### config.mk
export PLATFORM = sky130hd
export DESIGN_NAME = tmps_front
export DESIGN_NICKNAME = d
export VERILOG_FILES = /design/src/rtl/core/tmps_pkg.sv /design/src/rtl/core/tmps_front.sv
export SDC_FILE = /design/constraint.sdc
export NUM_CORES = 1
export LEC_CHECK = 0
export BUFFER_PORTS_ARGS = -buffer_cell sky130_fd_sc_hd__buf_2
export CAP_MARGIN = 25
export CORE_MARGIN = 2
export CORE_UTILIZATION = 40
export CTS_CLUSTER_DIAMETER = 120
export DETAILED_ROUTE_END_ITERATION = 10
export PLACE_DENSITY_LB_ADDON = 0.1
export SYNTH_ARGS = -nofsm -noshare
export SYNTH_HDL_FRONTEND = slang
export SYNTH_SLANG_ARGS = --single-unit
### constraint.sdc
create_clock -name clock -period 11.3 [get_ports clock]
set_input_delay 1.13 -clock clock [delete_from_list [all_inputs] [get_ports clock]]
set_output_delay 1.13 -clock clock [all_outputs]
set_load 0.05 [all_outputs]
### src/rtl/core/tmps_pkg.sv
package tmps_pkg;

   // Widths of the request and response fields.
   localparam int FUNC_W  = 2;
   localparam int INDEX_W = 4;
   localparam int ELEM_W  = 32;
   localparam int VALUE_W = 64;
   localparam int SIZE_W  = 5;

   // Arithmetic widths: one signed 33 x 33 multiplier and a wide exact accumulator.
   localparam int MUL_W  = 33;
   localparam int PROD_W = 66;
   localparam int ACC_W  = 128;

   // Queue depths between the front end, the engine and the response side.
   localparam int CMD_DEPTH = 2;
   localparam int OUT_DEPTH = 2;

   localparam logic [SIZE_W-1:0] SIZE_RESET = 5'd16;

   // Request function codes.
   localparam logic [FUNC_W-1:0] FUNC_LOAD_A  = 2'd0;
   localparam logic [FUNC_W-1:0] FUNC_LOAD_B  = 2'd1;
   localparam logic [FUNC_W-1:0] FUNC_COMPUTE = 2'd2;
   localparam logic [FUNC_W-1:0] FUNC_READ    = 2'd3;

   typedef enum logic [2:0] {
      CMD_LOAD_A    = 3'd0,
      CMD_LOAD_B    = 3'd1,
      CMD_COMPUTE   = 3'd2,
      CMD_READ      = 3'd3,
      CMD_READ_ZERO = 3'd4,
      CMD_SKIP      = 3'd5
   } cmd_kind_type;

   typedef enum logic [4:0] {
      ST_IDLE      = 5'd0,
      ST_READ_RESP = 5'd1,
      ST_P1_RD     = 5'd2,
      ST_P1_MUL    = 5'd3,
      ST_P1_ACC    = 5'd4,
      ST_P1_WR     = 5'd5,
      ST_P2_CHECK  = 5'd6,
      ST_P2_RD     = 5'd7,
      ST_P2_MUL_LO = 5'd8,
      ST_P2_ACC_LO = 5'd9,
      ST_P2_MUL_HI = 5'd10,
      ST_P2_ACC_HI = 5'd11,
      ST_P2_SHIFT  = 5'd12,
      ST_P3_RD     = 5'd13,
      ST_P3_MUL    = 5'd14,
      ST_P3_ACC    = 5'd15,
      ST_P2_WR     = 5'd16
   } back_state_type;

endpackage

### src/rtl/core/tmps_front.sv
module tmps_front #(
   parameter int MAX_ORDER = 16
) (
   input  logic                                      clock,
   input  logic                                      reset,
   input  logic                                      push,
   output logic                                      full,
   input  logic [tmps_pkg::FUNC_W-1:0]               func,
   input  logic [tmps_pkg::INDEX_W-1:0]              row_index,
   input  logic [tmps_pkg::INDEX_W-1:0]              col_index,
   input  logic signed [tmps_pkg::ELEM_W-1:0]        elem_value,
   output logic                                      cmd_valid,
   input  logic                                      cmd_pop,
   output tmps_pkg::cmd_kind_type                    cmd_kind,
   output logic [2*((MAX_ORDER > 1) ? $clog2(MAX_ORDER) : 1)-1:0] cmd_addr,
   output logic [tmps_pkg::ELEM_W-1:0]               cmd_value
);

   localparam int IDX_W   = (MAX_ORDER > 1) ? $clog2(MAX_ORDER) : 1;
   localparam int IDX_EXT = (IDX_W > tmps_pkg::INDEX_W) ? IDX_W : tmps_pkg::INDEX_W;
   localparam int ADDR_W  = 2 * IDX_W;
   localparam int PTR_W   = $clog2(tmps_pkg::CMD_DEPTH);
   localparam int QCNT_W  = $clog2(tmps_pkg::CMD_DEPTH + 1);

   logic [IDX_EXT-1:0]         row_ext;
   logic [IDX_EXT-1:0]         col_ext;
   logic                       in_range;
   tmps_pkg::cmd_kind_type     kind_in;
   logic                       push_ok;

   tmps_pkg::cmd_kind_type     kind_ff  [tmps_pkg::CMD_DEPTH];
   logic [ADDR_W-1:0]          addr_ff  [tmps_pkg::CMD_DEPTH];
   logic [tmps_pkg::ELEM_W-1:0] value_ff [tmps_pkg::CMD_DEPTH];
   logic [PTR_W-1:0]           wr_ptr_ff;
   logic [PTR_W-1:0]           rd_ptr_ff;
   logic [QCNT_W-1:0]          count_ff;

   // An index outside the matrix turns a load into a no-op and a read into a zero answer.
   always_comb begin
      row_ext  = IDX_EXT'(row_index);
      col_ext  = IDX_EXT'(col_index);
      in_range = ({4'd0, row_index} < 8'(MAX_ORDER)) && ({4'd0, col_index} < 8'(MAX_ORDER));
      case (func)
         tmps_pkg::FUNC_LOAD_A:  kind_in = in_range ? tmps_pkg::CMD_LOAD_A : tmps_pkg::CMD_SKIP;
         tmps_pkg::FUNC_LOAD_B:  kind_in = in_range ? tmps_pkg::CMD_LOAD_B : tmps_pkg::CMD_SKIP;
         tmps_pkg::FUNC_COMPUTE: kind_in = tmps_pkg::CMD_COMPUTE;
         tmps_pkg::FUNC_READ:    kind_in = in_range ? tmps_pkg::CMD_READ :
                                                      tmps_pkg::CMD_READ_ZERO;
         default:                kind_in = tmps_pkg::CMD_SKIP;
      endcase
   end

   assign full      = (count_ff == QCNT_W'(tmps_pkg::CMD_DEPTH));
   assign push_ok   = push && !full;
   assign cmd_valid = (count_ff != '0);
   assign cmd_kind  = kind_ff[rd_ptr_ff];
   assign cmd_addr  = addr_ff[rd_ptr_ff];
   assign cmd_value = value_ff[rd_ptr_ff];

   always_ff @(posedge clock) begin
      if (reset) begin
         wr_ptr_ff <= '0;
         rd_ptr_ff <= '0;
         count_ff  <= '0;
      end else begin
         if (push_ok) begin
            wr_ptr_ff <= wr_ptr_ff + 1'b1;
         end
         if (cmd_pop) begin
            rd_ptr_ff <= rd_ptr_ff + 1'b1;
         end
         count_ff <= count_ff + QCNT_W'(push_ok) - QCNT_W'(cmd_pop);
      end
   end

   always_ff @(posedge clock) begin
      if (push_ok) begin
         kind_ff[wr_ptr_ff]  <= kind_in;
         addr_ff[wr_ptr_ff]  <= {row_ext[IDX_W-1:0], col_ext[IDX_W-1:0]};
         value_ff[wr_ptr_ff] <= elem_value;
      end
   end

endmodule

======== Word level (Yosys, flattened, before mapping) ========
Memories as Yosys holds them, arrays and structs flattened. A register that Yosys moved wholly into a read port is not among the register bits.
Index checks and enable logic that the tools add are counted.
cells by class
  $add $sub $neg .......................... 4
  eq/ne operators ......................... 4
  mux-type cells .......................... 9
  reduce and logical (&&, ||, !) cells .... 4
operators by type and width
  cell                                                 number
  one-hot mux 3 bit (4 select lines)                   1
  2-to-1 mux 1 bit                                     8
  equality test 2 bit, second input constant           3
  adder 1 bit, second input constant                   2
  adder 2 x 1 -> 2 bit                                 1
  equality test 2 x 1 -> 1 bit, second input constant  1
  zero test 2 bit                                      1
  nonzero test 2 bit                                   1
  subtractor 2 x 1 -> 2 bit                            1
  logical AND 1 bit                                    1
  zero test 1 bit                                      1
storage, ports and cells
  flip-flop bits (word level) ............. 4
  bits in writable memories ............... 86
  bits of input ports ..................... 46
  output and inout bits ................... 45
  logic and storage cells ................. 27
  memories kept ........................... 3
memory list
  memory    depth  bits a word  rd ports  clocked after memory_dff  write ports  line              text
  value_ff  2      32           1         1                         1            tmps_front.sv:33  logic [tmps_pkg::ELEM_W-1:0] value_ff [tmps_pkg::CMD_DEPTH];
  addr_ff   2      8            1         1                         1            tmps_front.sv:32  logic [ADDR_W-1:0] addr_ff [tmps_pkg::CMD_DEPTH];
  kind_ff   2      3            1         1                         1            tmps_front.sv:31  tmps_pkg::cmd_kind_type kind_ff [tmps_pkg::CMD_DEPTH];

======== Depth between registers and ports, before layout ========
  depth in word-level cells ............... 5
  mapped depth ............................ 5

======== Least setup slack after synthesis ========
OpenSTA, ideal clock, no wires.
  path type ............................... input -> register
  from .................................... input port push
  to ...................................... memory addr_ff[1][0] (netlist name) (enable)
  library setup time ...................... 0.502 ns
  arrival ................................. 4.292 ns
  data required time ...................... 10.798 ns
  setup slack ............................. 6.506 ns
  cell stages on the path ................. 2
  cells stage by stage .................... inv_1 > nor3b_1
on the way
  longest elaborated chain between the ends .. 3
ends and longest elaborated chain
  what                                    line              text
  start, declared                         tmps_front.sv:6   input logic push,
  logical AND 1 bit                       tmps_front.sv:54  assign push_ok = push && !full;
  2-to-1 mux 1 bit                        tmps_front.sv:77  if (push_ok) begin
  2-to-1 mux 1 bit (implied by the code)  tmps_front.sv:79  addr_ff[wr_ptr_ff] <= {row_ext[IDX_W-1:0], col_ext[IDX_W-1:0]};
  end, declared                           tmps_front.sv:32
Every way passes these cells.

==> flow_results.org <==
** Yosys
- Counting every net in the synthesized netlist gives about 210.
- Synth Flop Type :: sky130_fd_sc_hd__edfxtp_1
- In the synthesized netlist the async set-or-reset flop fraction comes to 0.
- Count of state elements after synthesis :: 89
- Number of enable flip-flop cells after synthesis :: 84
- Register area share after synthesis :: 0.7903
- Ys Warns :: 0
- Synthesis produced 162 cells.
- Per-instance average area after synthesis :: between 20 and 25 µm²
- The cell area that synthesis handed to floorplanning was 0.003318 mm².
- Count of cell types in the netlist :: 24

** Global route
- The number of antenna violations at the first check in global routing was 0.
- Entering global routing, the biggest net connects 43 pins.
- GRT Overall Usage :: 0.1219
- The via count of the first global-routing pass came to around 1,700.
- After global routing the overflow that remains totals 0.
- The first global-routing pass estimated between 8 and 9 mm of wire.

** Place
- In this run the tool buffered the top-level ports with slightly below 90 buffer cells.
- Weighted congestion at the end of routability-driven global placement :: between 0.6 and 0.7
- After legalization and detailed placement, the total HPWL measured around 3.4 mm.

** Power
- Total power per unit cell area :: 186.1 mW/mm²
- The internal power of the cells totals 536.1 µW.
- Clk network pwr share :: 0.261
- Net load switching power :: roughly 220 µW
- After layout, the design draws a total of between 700 and 800 µW.
- The worst-case IR drop observed on VDD is 0.00007058 V.
- Pleak :: about 1.5 nW
- Of the total power, combinational logic draws 0.212.
- Proportion of power drawn by flip-flops and latches :: 0.527
- Switching power as a share of total power :: 0.2914

** Worst setup path
- Crit path buf inv count :: 2
- Slowest cell on the critical path :: sky130_fd_sc_hd__dfxtp_2
- Peak per-stage delay on the critical path :: about 630 ps
- Arrival time worst endpoint :: between 1500 and 2000 ps
- For the worst setup path, the data required time is slightly above 10,000 ps.
- The setup path with the least slack is of type reg -> out.
- Along the worst path, the maximum fanout reaches 25.
- STA classifies the critical path endpoint as an output pin.
- Cells along the critical path :: buf_12 > mux2_2 > buf_2
- Dominant delay contributor by cell family on the critical path :: flip-flops
- Critical path launch point type :: flip-flop

** STA
- Based on the critical path, the design can be clocked at up to ~0.34 GHz.
- The number of max-slew violations in the final report is 0.
- Hold Vio Cnt, Final :: 0
- Setup TNS after final layout :: 0 ps
- Setup repair after global routing left no endpoint under its margin.
- For the finished layout, the period the worst path requires is ~2900 ps.
- On the final layout, the worst clock skew is between 10 and 15 ps.
- WHS :: between 500 and 600 ps
- Number of setup violations in the final report :: 0
- In the finished design, the share of the clock period the worst path needs comes to 0.2593.

** Layout
- Commonest non-fill, non-tap cell in the layout :: sky130_fd_sc_hd__buf_2
- Of the cells placed in the final design, the portion with a size suffix greater than 1 is 0.5824.
- Antenna cells :: 0
- For this run, the post-layout net count is 305.
- Area delta synth->final :: 22.51%
- Highest-count cells in the layout ignoring fill and taps :: sky130_fd_sc_hd__buf_2 (89), sky130_fd_sc_hd__edfxtp_1 (84), sky130_fd_sc_hd__mux2_2 (39)

** Clock tree
- After clock tree synthesis, the clock-pin slew on the worst setup and hold paths is about 70 ps.
- Clock net sink count :: 89
- The clock tree synthesis step divided the H-tree into 3 levels.
- The clock passes through at most 2 buffers.
- Inserted Clock Buffers :: 9
- Clock latency on the worst-skew pair, taken at its later pin, is roughly 340 ps.
- The cell sitting at the root of the clock tree is a sky130_fd_sc_hd__clkbuf_8.
- Post-CTS setup repair buffer count :: 0
- Number of hold buffers added after CTS :: 0
- Total of cells resized after clock tree synthesis :: 0
- TritonCTS built the clock tree.

** Floorplan
- During I/O placement, the number of pins put on the boundary was 91.
- Floorplan row count :: 33
- The die covers 0.009040 mm².
- Die Span X :: around 95 µm
- Floorplan core area :: 0.008134 mm²
- Floorplan die height :: ~95 µm
- Effective utilization at floorplan :: 0.4079

** Detailed routing
- Number of DRC violations after detailed routing :: 0
- Total number of vias :: around 1,700
- Routed WL :: between 5 and 6 mm
- After detailed routing, the average wire length per cell comes to between 10 and 15 µm.
- For this block, the initial DRC count from the detailed router was 61.
- After detailed routing, the number of vias per cell comes to approximately 4.6.
- Post-route ant nets :: 0
- Initial DRT Pass Iterations :: 4

** Status
- The flow ran to the end, and the final reports show no timing, DRC or antenna violations.

** Job
- Maximum capacitance violations :: 0

** Hold path
- The worst hold path belongs to the class reg -> reg.
-- worst paths after layout --
kind | from | end | slack (ps) | cells past startpoint
min reg2reg | wr_ptr_ff | wr_ptr_ff | 520 | 2
max reg2reg | count_ff[0] | value_ff[0][8] | 9580 | 4
max | flip-flop | cmd_value[9] | 8370 | 3
min | wr_ptr_ff | wr_ptr_ff | 520 | 2
-- layout make-up --
type | instances | area (µm²)
clock inverters | 4 | 46.29
multi-input cells | 62 | 624.3
flip-flops and latches | 89 | 2624
clock buffers | 10 | 127.6
repair buffers | 93 | 500.5
fillers | 688 | 4069
inverters | 3 | 11.26
well taps | 105 | 131.4
-- Yosys cell counts, types with 2 or more instances --
master | count | area share
sky130_fd_sc_hd__o21ai_0 | 2 | 0.0030
sky130_fd_sc_hd__edfxtp_1 | 84 | 0.76
sky130_fd_sc_hd__nor3b_1 | 2 | 0.0045
sky130_fd_sc_hd__inv_1 | 3 | 0.0034
sky130_fd_sc_hd__mux2_1 | 4 | 0.014
sky130_fd_sc_hd__clkbuf_1 | 2 | 0.0023
sky130_fd_sc_hd__buf_6 | 4 | 0.014
sky130_fd_sc_hd__nor2_1 | 3 | 0.0034
sky130_fd_sc_hd__mux2_2 | 39 | 0.13
sky130_fd_sc_hd__dfxtp_1 | 5 | 0.030
-- through the flow --
| step | util | worst slack (ps) | instances | cell area [µm²] |
|---|---|---|---|---|
| final | 0.4998 | 8369 | 366 | 4065 |
| after global routing | 0.4998 | 8261 | 366 | 4065 |
| after CTS | 0.4973 | 8312 | 365 | 4045 |
| after detailed placement | 0.4759 | 8474 | 351 | 3871 |
| after global placement | 0.4735 | 8444 | 350 | 3851 |
| after floorplan | - | 6506 | 162 | 3318 |
-- flip-flops by register name, indices dropped and copies added, names as in the netlist, named ones only --
| signal | cells |
|---|---|
| addr_ff | 16 |
| count_ff | 2 |
| kind_ff | 4 |
| rd_ptr_ff | 1 |
| value_ff | 64 |
| wr_ptr_ff | 1 |
-- worst reg2reg max path: cells and delay by family (launching register included) --
kind	cells	cell delay [ps]
AND/OR/NAND/NOR	2	420
flip-flops	1	420
buffers and inverters	2	570
-- kinds of logic after synthesis --
family / count (synthesis) / synth area share
XOR/XNOR: 1 / 0.002640
AO/OA/AOI/OAI: 3 / 0.005657
adder cells (fa/ha/maj): 1 / 0.003770
other: 1 / 0.001130
flip-flops: 89 / 0.7903
AND/OR/NAND/NOR: 12 / 0.02451
buffers and inverters: 11 / 0.02300
multiplexers: 44 / 0.1489
-- power groups by stage --
stage	combinational (mW)	sequential [mW]	clock (mW)
final	0.160	0.399	0.198
after global routing	0.170	0.402	0.219
after CTS	0.160	0.400	0.206
after floorplan	0.126	0.404	0
after global placement	0.155	0.410	0
after detailed placement	0.160	0.407	0
-- routing by layer --
| metal | wire (µm) | GRT usage | vias to the layer above |
|---|---|---|---|
| met5 | 0 | 0 | - |
| met4 | 60 | 0.05797 | 0 |
| met3 | 297 | 0.03241 | 6 |
| met2 | 2631 | 0.1984 | 51 |
| met1 | 2333 | 0.1517 | 813 |
| li1 | - | - | 809 |
Note: power is estimated with default switching activity, not from simulation.
